<file path="config.mk">
export PLATFORM = sky130hd
export DESIGN_NAME = setpoint_command_parser_core
export DESIGN_NICKNAME = d
export VERILOG_FILES = /design/src/hdl/scp_pkg.sv /design/src/hdl/scp_front.sv /design/src/hdl/scp_cmd_queue.sv /design/src/hdl/scp_back.sv /design/src/hdl/setpoint_command_parser_core.sv
export SDC_FILE = /design/constraint.sdc
export NUM_CORES = 1
export LEC_CHECK = 0
export BUFFER_PORTS_ARGS = -buffer_cell sky130_fd_sc_hd__buf_2
export CAP_MARGIN = 20
export CORE_MARGIN = 3
export CORE_UTILIZATION = 50
export DETAILED_ROUTE_END_ITERATION = 10
export GPL_ROUTABILITY_DRIVEN = 0
export HOLD_SLACK_MARGIN = 0.03
export PLACE_DENSITY = 0.75
export REMOVE_ABC_BUFFERS = 1
export SETUP_SLACK_MARGIN = 0.4
export SYNTH_ARGS = -nofsm -noshare
export SYNTH_HDL_FRONTEND = slang
export SYNTH_SLANG_ARGS = --single-unit
</file>
<file path="constraint.sdc">
create_clock -name clk -period 3.6 [get_ports clk]
set_clock_uncertainty 0.15 [all_clocks]
set_input_delay 1.08 -clock clk [delete_from_list [all_inputs] [get_ports clk]]
set_output_delay 1.08 -clock clk [all_outputs]
set_load 0.02 [all_outputs]
</file>
<file path="src/hdl/scp_pkg.sv">
// ----------------------------------------------------------------------------
// scp_pkg: shared types and constants of the setpoint command parser
// Character classes, queue entry, configuration and result records.
// ----------------------------------------------------------------------------
package scp_pkg;

  // number of parsed axes and number of axes shown on the result ports
  localparam int NUM_AXES = 3;
  localparam int OUT_AXES = 3;

  // token counter runs 0 .. NUM_AXES+1
  localparam int TI_W = $clog2(NUM_AXES + 2);
  localparam int AXIS_W = (NUM_AXES > 1) ? $clog2(NUM_AXES) : 1;

  localparam int CHAR_W = 8;
  localparam int VAL_W  = 16;

  // command queue between front and back
  localparam int QUEUE_DEPTH = 4;
  localparam int QPTR_W      = $clog2(QUEUE_DEPTH);
  localparam int QCNT_W      = $clog2(QUEUE_DEPTH + 1);

  // configuration register indexes
  localparam int CFG_IDX_W = 2;
  localparam logic [CFG_IDX_W-1:0] REG_SEPARATOR  = 2'd0;
  localparam logic [CFG_IDX_W-1:0] REG_TERMINATOR = 2'd1;
  localparam logic [CFG_IDX_W-1:0] REG_COMMAND    = 2'd2;

  // reset values of the configuration registers
  localparam logic [CHAR_W-1:0] SEPARATOR_RESET  = 8'd32;
  localparam logic [CHAR_W-1:0] TERMINATOR_RESET = 8'd13;
  localparam logic [CHAR_W-1:0] COMMAND_RESET    = 8'd68;

  // character codes used by the value parser
  localparam logic [CHAR_W-1:0] MINUS_CHAR = 8'h2D;
  localparam logic [CHAR_W-1:0] ZERO_CHAR  = 8'h30;

  // class of one received character
  typedef enum logic [1:0] {
    CLS_CHAR,
    CLS_SEP,
    CLS_TERM
  } cls_t;

  // entry of the command queue
  typedef struct packed {
    cls_t              cls;
    logic [CHAR_W-1:0] ch;
  } item_t;

  // configuration registers
  typedef struct packed {
    logic [CHAR_W-1:0] separator;
    logic [CHAR_W-1:0] terminator;
    logic [CHAR_W-1:0] command;
  } cfg_t;

  typedef logic signed [VAL_W-1:0] moment_t;

  // one result transaction
  typedef struct packed {
    logic                       status;
    moment_t [OUT_AXES-1:0]     moment;
  } result_t;

endpackage

</file>
<file path="src/hdl/scp_front.sv">
// ----------------------------------------------------------------------------
// scp_front: character classifier
// Sorts each accepted character into terminator, separator or token text.
// ----------------------------------------------------------------------------
module scp_front (
  input  logic                      push,
  input  logic                      full,
  input  logic [scp_pkg::CHAR_W-1:0] char_in,
  input  scp_pkg::cfg_t             cfg,
  output logic                      q_write,
  output scp_pkg::item_t            q_item
);

  // accepted character goes straight into the command queue
  assign q_write = push && !full;

  // terminator wins over separator when both codes are equal
  always_comb begin
    q_item.ch = char_in;
    if (char_in == cfg.terminator) begin
      q_item.cls = scp_pkg::CLS_TERM;
    end else if (char_in == cfg.separator) begin
      q_item.cls = scp_pkg::CLS_SEP;
    end else begin
      q_item.cls = scp_pkg::CLS_CHAR;
    end
  end

endmodule

</file>
<file path="src/hdl/scp_cmd_queue.sv">
// ----------------------------------------------------------------------------
// scp_cmd_queue: short queue of classified characters
// Decouples the classifier from the parser; write and read may happen in the same cycle.
// ----------------------------------------------------------------------------
module scp_cmd_queue (
  input  logic           clk,
  input  logic           rst,
  input  logic           wr,
  input  scp_pkg::item_t wr_item,
  output logic           full,
  input  logic           rd,
  output logic           rd_valid,
  output scp_pkg::item_t rd_item
);

  scp_pkg::item_t                     entries [scp_pkg::QUEUE_DEPTH];
  logic [scp_pkg::QPTR_W-1:0]         wr_ptr;
  logic [scp_pkg::QPTR_W-1:0]         rd_ptr;
  logic [scp_pkg::QCNT_W-1:0]         count;

  assign full     = (count == scp_pkg::QCNT_W'(scp_pkg::QUEUE_DEPTH));
  assign rd_valid = (count != '0);
  assign rd_item  = entries[rd_ptr];

  // pointers and fill count
  always_ff @(posedge clk) begin
    if (rst) begin
      wr_ptr <= '0;
      rd_ptr <= '0;
      count  <= '0;
    end else begin
      if (wr) begin
        wr_ptr <= wr_ptr + 1'b1;
      end
      if (rd) begin
        rd_ptr <= rd_ptr + 1'b1;
      end
      if (wr && !rd) begin
        count <= count + 1'b1;
      end else if (rd && !wr) begin
        count <= count - 1'b1;
      end
    end
  end

  // entry storage
  always_ff @(posedge clk) begin
    if (wr) begin
      entries[wr_ptr] <= wr_item;
    end
  end

endmodule

</file>
<file path="src/hdl/scp_back.sv">
// ----------------------------------------------------------------------------
// scp_back: token parser and setpoint holder
// Builds tokens and values, commits the setpoint on a good line and
// keeps one result in an output register.
// ----------------------------------------------------------------------------
module scp_back (
  input  logic                       clk,
  input  logic                       rst,
  input  logic [scp_pkg::CHAR_W-1:0] command,
  input  logic                       q_valid,
  input  scp_pkg::item_t             q_item,
  output logic                       q_read,
  input  logic                       res_pop,
  output logic                       res_valid,
  output scp_pkg::result_t           res
);

  localparam logic [scp_pkg::TI_W-1:0] TI_LAST = scp_pkg::TI_W'(scp_pkg::NUM_AXES);
  localparam logic [scp_pkg::TI_W-1:0] TI_DONE = scp_pkg::TI_W'(scp_pkg::NUM_AXES + 1);

  // per-line parse state
  logic [scp_pkg::TI_W-1:0]  token_index;
  logic [scp_pkg::TI_W-1:0]  token_index_next;
  logic                      in_token;
  logic                      in_token_next;
  logic [1:0]                char_position;
  logic [1:0]                char_position_next;
  logic                      header_good;
  logic                      header_good_next;
  logic                      negative_flag;
  logic                      negative_flag_next;
  logic [scp_pkg::VAL_W-1:0] accumulator;
  logic [scp_pkg::VAL_W-1:0] accumulator_next;

  logic [scp_pkg::VAL_W-1:0] parsed_values      [scp_pkg::NUM_AXES];
  logic [scp_pkg::VAL_W-1:0] parsed_values_next [scp_pkg::NUM_AXES];
  logic [scp_pkg::VAL_W-1:0] held_setpoint      [scp_pkg::NUM_AXES];
  logic [scp_pkg::VAL_W-1:0] held_setpoint_next [scp_pkg::NUM_AXES];

  // helpers
  logic [1:0]                cp_eff;
  logic [scp_pkg::VAL_W-1:0] acc_eff;
  logic [scp_pkg::VAL_W-1:0] acc_times_ten;
  logic [scp_pkg::VAL_W-1:0] close_value;
  logic [scp_pkg::TI_W-1:0]  close_index;
  logic [scp_pkg::TI_W-1:0]  term_index;
  logic                      line_ok;
  logic                      take;
  logic                      load_result;
  scp_pkg::result_t          res_next;

  // a terminator waits while the output register is still occupied
  assign take = q_valid &&
                ((q_item.cls != scp_pkg::CLS_TERM) || !res_valid || res_pop);
  assign q_read      = take;
  assign load_result = take && (q_item.cls == scp_pkg::CLS_TERM);

  // a new token starts from clean per-token state
  assign cp_eff        = in_token ? char_position : 2'd0;
  assign acc_eff       = in_token ? accumulator : '0;
  assign acc_times_ten = (acc_eff << 3) + (acc_eff << 1);

  // value and token count when the current token closes
  assign close_value = negative_flag ? (~accumulator + 1'b1) : accumulator;
  assign close_index = (token_index <= TI_LAST) ? (token_index + 1'b1) : token_index;
  assign term_index  = in_token ? close_index : token_index;
  assign line_ok     = header_good && (term_index == TI_DONE);

  // parser next state
  always_comb begin
    token_index_next   = token_index;
    in_token_next      = in_token;
    char_position_next = char_position;
    header_good_next   = header_good;
    negative_flag_next = negative_flag;
    accumulator_next   = accumulator;
    parsed_values_next = parsed_values;
    held_setpoint_next = held_setpoint;

    // closing a value token stores it in its axis slot
    if (in_token && (q_item.cls != scp_pkg::CLS_CHAR)) begin
      for (int a = 0; a < scp_pkg::NUM_AXES; a++) begin
        if (token_index == scp_pkg::TI_W'(a + 1)) begin
          parsed_values_next[a] = close_value;
        end
      end
    end

    case (q_item.cls)
      scp_pkg::CLS_CHAR: begin
        in_token_next      = 1'b1;
        negative_flag_next = in_token ? negative_flag : 1'b0;
        accumulator_next   = acc_eff;
        if (token_index == '0) begin
          header_good_next = (cp_eff == 2'd0) && (q_item.ch == command);
        end else if (token_index <= TI_LAST) begin
          if ((cp_eff == 2'd0) && (q_item.ch == scp_pkg::MINUS_CHAR)) begin
            negative_flag_next = 1'b1;
          end else begin
            accumulator_next = acc_times_ten + scp_pkg::VAL_W'(q_item.ch)
                               - scp_pkg::VAL_W'(scp_pkg::ZERO_CHAR);
          end
        end
        char_position_next = (cp_eff == 2'd3) ? 2'd3 : (cp_eff + 2'd1);
      end
      scp_pkg::CLS_SEP: begin
        if (in_token) begin
          token_index_next   = close_index;
          in_token_next      = 1'b0;
          char_position_next = 2'd0;
          negative_flag_next = 1'b0;
          accumulator_next   = '0;
        end
      end
      scp_pkg::CLS_TERM: begin
        if (line_ok) begin
          held_setpoint_next = parsed_values_next;
        end
        token_index_next   = '0;
        in_token_next      = 1'b0;
        char_position_next = 2'd0;
        header_good_next   = 1'b0;
        negative_flag_next = 1'b0;
        accumulator_next   = '0;
      end
      default: begin
        token_index_next = token_index;
      end
    endcase
  end

  // result record for a terminator
  always_comb begin
    res_next.status = !line_ok;
    for (int a = 0; a < scp_pkg::OUT_AXES; a++) begin
      res_next.moment[a] = '0;
      if (a < scp_pkg::NUM_AXES) begin
        res_next.moment[a] = held_setpoint_next[a];
      end
    end
  end

  // parse state registers
  always_ff @(posedge clk) begin
    if (rst) begin
      token_index   <= '0;
      in_token      <= 1'b0;
      char_position <= 2'd0;
      header_good   <= 1'b0;
      negative_flag <= 1'b0;
      accumulator   <= '0;
      for (int a = 0; a < scp_pkg::NUM_AXES; a++) begin
        held_setpoint[a] <= '0;
      end
    end else if (take) begin
      token_index   <= token_index_next;
      in_token      <= in_token_next;
      char_position <= char_position_next;
      header_good   <= header_good_next;
      negative_flag <= negative_flag_next;
      accumulator   <= accumulator_next;
      held_setpoint <= held_setpoint_next;
    end
  end

  // per-line axis values, undefined until written
  always_ff @(posedge clk) begin
    if (take) begin
      parsed_values <= parsed_values_next;
    end
  end

  // output register control
  always_ff @(posedge clk) begin
    if (rst) begin
      res_valid <= 1'b0;
    end else if (load_result) begin
      res_valid <= 1'b1;
    end else if (res_pop) begin
      res_valid <= 1'b0;
    end
  end

  // output register payload
  always_ff @(posedge clk) begin
    if (load_result) begin
      res <= res_next;
    end
  end

endmodule

</file>
<file path="src/hdl/setpoint_command_parser_core.sv">
// ----------------------------------------------------------------------------
// setpoint_command_parser_core: setpoint command line parser
// Parses "<letter> <x> <y> <z>" lines one character at a time and holds
// the last accepted x/y/z setpoint.
//
//   channel   handshake              payload
//   input     push / full            char_in
//   result    empty / pop            status, x_moment, y_moment, z_moment
//   config    cfg_write              cfg_index, cfg_data
//
// One character per cycle sustained while full is low; a character enters the
// four-entry command queue on accept and the parser takes it from there
// once the queue shows it valid; a terminator's result is registered in the
// output register, from which it can then be popped.
// A terminator waits in the queue while the single output register is
// occupied; full rises once the queue has filled behind it.
// Synchronous reset clears the queue, parse state, held setpoint and
// configuration to its reset values; there is no clearing pass.
// ----------------------------------------------------------------------------
module setpoint_command_parser_core (
  input  logic                          clk,
  input  logic                          rst,
  input  logic                          push,
  output logic                          full,
  input  logic [scp_pkg::CHAR_W-1:0]    char_in,
  output logic                          empty,
  input  logic                          pop,
  output logic                          status,
  output logic signed [scp_pkg::VAL_W-1:0] x_moment,
  output logic signed [scp_pkg::VAL_W-1:0] y_moment,
  output logic signed [scp_pkg::VAL_W-1:0] z_moment,
  input  logic                          cfg_write,
  input  logic [scp_pkg::CFG_IDX_W-1:0] cfg_index,
  input  logic [scp_pkg::CHAR_W-1:0]    cfg_data
);

  scp_pkg::cfg_t    cfg;
  logic             q_write;
  scp_pkg::item_t   q_wr_item;
  logic             q_read;
  logic             q_valid;
  scp_pkg::item_t   q_rd_item;
  logic             res_valid;
  scp_pkg::result_t res;

  // configuration registers
  always_ff @(posedge clk) begin
    if (rst) begin
      cfg.separator  <= scp_pkg::SEPARATOR_RESET;
      cfg.terminator <= scp_pkg::TERMINATOR_RESET;
      cfg.command    <= scp_pkg::COMMAND_RESET;
    end else if (cfg_write) begin
      case (cfg_index)
        scp_pkg::REG_SEPARATOR:  cfg.separator  <= cfg_data;
        scp_pkg::REG_TERMINATOR: cfg.terminator <= cfg_data;
        scp_pkg::REG_COMMAND:    cfg.command    <= cfg_data;
        default: begin
          cfg <= cfg;
        end
      endcase
    end
  end

  // classifier
  scp_front u_front (
    .push    (push),
    .full    (full),
    .char_in (char_in),
    .cfg     (cfg),
    .q_write (q_write),
    .q_item  (q_wr_item)
  );

  // command queue
  scp_cmd_queue u_queue (
    .clk      (clk),
    .rst      (rst),
    .wr       (q_write),
    .wr_item  (q_wr_item),
    .full     (full),
    .rd       (q_read),
    .rd_valid (q_valid),
    .rd_item  (q_rd_item)
  );

  // parser and output register
  scp_back u_back (
    .clk       (clk),
    .rst       (rst),
    .command   (cfg.command),
    .q_valid   (q_valid),
    .q_item    (q_rd_item),
    .q_read    (q_read),
    .res_pop   (pop && res_valid),
    .res_valid (res_valid),
    .res       (res)
  );

  // result ports
  assign empty    = !res_valid;
  assign status   = res.status;
  assign x_moment = res.moment[0];
  assign y_moment = res.moment[1];
  assign z_moment = res.moment[2];

endmodule
</file>
==> impl_results.md <==
- Vias in the first global route: 7710
- CP max stage delay: 0.53 ns
- Clock transition at path regs: 0.06 ns
- Asr flop ratio synth: 0%
- Top Ports: 74
- Worst hold start: u_back.held_setpoint[29]
- Grt ovf: 0
- Via/cell ratio: 5.50
- Sw Share: 33.1%
- First-pass GRT wire length: 38.9 mm
- Worst Hold Class: flip-flop to flip-flop
- Top cell type's share of synthesized area: 35.6%
- Flop pwr share: 40.6%
- Most common flop cell mapped by yosys: edfxtp_1
- Layout cells sized above 1: 22.7%
- DRT Pass-1 Iters: 5
- WP data arrival: 3.72 ns
- Fillcell total: 1725
- Worst Hold Endpoint: u_back.held_setpoint[29]
- Total GRT Usage: 19.0%
- Worst hold margin: 0.300 ns
- Startpoint Class: flip-flop
- CTS tree: done
- Yosys reg bits: 243
- Count leader, synth: edfxtp_1
- Slowest CP cell: mux4_2
- Row Count: 54
- Slew Viols, Final: 0
- Unrepaired setup endpoints after global routing: true
- Switching power: 0.00325 W
- Max frequency: 289 MHz
- I/O Buffers: 73
- Final count of negative-setup-slack endpoints: 0
- CTS buffer count: 25
- Post-synthesis sequential area ratio: 54.0%
- Leak pwr: 5.37 nW
- Largest area contributor in the netlist: edfxtp_1
- Power Dens Cells: 723 nW/um^2
- Peak VDD IR: 0.000500 V
- Cell family with most CP delay: adder cells
- Setup slack, reg-to-reg: 0.14 ns
- Worst hold path depth: 2
- Detail Route Antenna Nets: 0
- CP endpoint kind: flip-flop
- Clk sinks: 243
- Clock root buffer master: clkbuf_16
- Period utilization: 96.0%
- DR WL/cell: 16.7 um
- Status: finished, final reports clean
- Vias: 7874
- Final HPWL DP: 15.8 mm
- Clock latency at the later pin of the worst-skew pair: 0.53 ns
- Post-Route WL: 23.9 mm
- Synth area leaders: edfxtp_1, dfxtp_1, ha_1
- Placed Cells: 1369
- Int Pwr: 0.00656 W
- Non-Filler Instances: 1431
- Synth Area per Inst: 11.2 um^2
- Die H: 158 um
- ANT cells: 0
- Cells after Synth: 1032
- H-tree depth: 1
- Max Cap Viol: 0
- Crit Path Max Fanout: 5
- Drt initial violations: 492
- Yosys warns: 0
- CP Cell Sequence: buf_6, mux4_2, fa_2, fa_1, ha_4, a21o_1, a21oi_2, o21ai_4, a311oi_2, xnor2_1, a22o_1
- Clock power frac: 25.9%
- Fin crit period: 3.46 ns
- Final-stage net count: 1210
- Worst R2R End: u_back.accumulator[14]
- WS Path Type: flip-flop to flip-flop
- Pin count of the biggest net entering global routing: 76
- Fin Setup TNS: 0 ns
- Maximum buffer depth of the clock tree: 3
- EDFF count, synth: 137
- Synth cell count leaders: edfxtp_1, nand2_1, dfxtp_1, nor2_1, inv_1
- Drc violations: 0
- Layout area overhead: 17.5%
- Die X: 158 um
- Initial antenna violation count: 0
- R2R cell count: 11
- Worst slew pin tran: 0.755 ns
- Core Region: 22200 um^2
- Normalized max-slew margin: 49.7%
- Number of library cell types mapped by synthesis: 68
- Starting Density: 52.0%
- Req. time, crit path: 3.87 ns
- Area of the mapped netlist: 11600 um^2
- CP bufs+invs: 1
- Final Hold Vio Count: 0
- Comb power frac: 33.6%
- Die Area: 25000 um^2
metrics by stage:
step	setup slack (ns)	area, um^2	util, %	power [W]
2_1_floorplan	-2.09	11300	-	0.00599
3_5_place_dp	-0.114	12400	55.6	0.00690
6_report	0.144	13600	61.1	0.00981
3_3_place_gp	-0.0114	12400	55.6	0.00676
5_1_grt	0.0274	13600	61.1	0.0104
4_1_cts	0.182	13300	59.9	0.00960
registers in the layout (all words and copies together) (netlist names), named ones only:
name	flops
u_queue.rd_ptr	2
u_back.accumulator	16
u_back.negative_flag	1
u_queue.count	3
u_queue.entries	40
u_back.char_position	2
u_back.header_good	1
u_back.in_token	1
u_back.parsed_values	48
u_back.res_valid	1
u_back.token_index	3
u_back.held_setpoint	48
u_back.res	49
cfg	24
u_queue.wr_ptr	2
area by class of cell:
cell class              count  area [um^2]  share of cell area, %
repair buffers            127          810                   5.96
clock buffers              32          682                   5.02
inverters                  63          236                   1.74
well taps                 280          350                   2.58
clock inverters            14          126                  0.931
multi-input cells         672         5130                   37.8
flip-flops and latches    243         6240                   46.0
metal layers:
layer	global-route usage (%)	wire [um]
met1	25.1	10200
met2	33.5	12000
met3	2.68	1140
met4	4.10	473
met5	0	0
power by group through the flow:
stage	combinational [W]	clock (W)	sequential, W
after detailed placement	0.00287	0	0.00403
final	0.00329	0.00254	0.00398
after global routing	0.00363	0.00269	0.00404
after floorplan	0.00182	0	0.00417
after CTS	0.00303	0.00258	0.00398
after global placement	0.00276	0	0.00400
worst reg2reg max path: stages, from the launching register on:
cell	delay, ns
dfxtp_4	0.38
buf_6	0.13
mux4_2	0.53
fa_2	0.38
fa_1	0.53
ha_4	0.22
a21o_1	0.16
a21oi_2	0.19
o21ai_4	0.10
a311oi_2	0.28
xnor2_1	0.11
a22o_1	0.20
cells in the final DEF, fill, tap and decap left out, types with 5 or more instances in the layout:
master,instances
nand2b_1,11
o211ai_1,7
o21ai_0,17
a21o_1,6
a21oi_1,50
nand3b_1,11
inv_2,12
mux2i_1,24
mux4_2,10
dfxtp_1,105
a21boi_1,8
mux2_2,21
o21a_1,16
nand4_1,7
xor2_1,14
ha_4,5
clkinv_2,6
inv_1,51
ha_1,41
buf_2,72
and2_1,6
nand2_1,114
nor2b_1,5
o41ai_1,6
a22o_1,12
o21ai_1,21
mux2_1,19
o31ai_1,10
buf_4,50
nor3b_1,5
xnor2_1,39
nor3_1,8
a211o_1,6
nor2_1,93
edfxtp_1,137
clkbuf_16,25
kinds of logic after synthesis:
| family | count (synthesis) | share of synthesized area (%) |
|---|---|---|
| simple gates | 293 | 12.1 |
| flops | 243 | 54.0 |
| compound gates | 192 | 11.1 |
| buf+inv | 117 | 4.05 |
| mux | 74 | 7.93 |
| xor+xnor | 58 | 4.53 |
| fa+ha+maj | 55 | 6.41 |
timing repair:
item / CTS / global route
gates resized for setup: 28 / 33
hold buffers: 0 / 0
endpoints found under the setup margin: 67 / 40
pin swaps: 17 / 24
setup buffers: 5 / 11
worst max-delay path by stage:
stage	startpoint	to	slack, ns	cells after the start
finish	flip-flop	u_back.accumulator[14]	0.14	11
detailed placement	flip-flop	u_back.accumulator[14]	-0.11	11
global route	flip-flop	u_back.accumulator[14]	0.03	11
global placement	flip-flop	u_back.accumulator[14]	-0.01	11
CTS	flip-flop	u_back.accumulator[7]	0.18	14
floorplan	flip-flop	u_back.held_setpoint[12]	-2.09	9
Note: power is estimated with default switching activity, not from simulation.
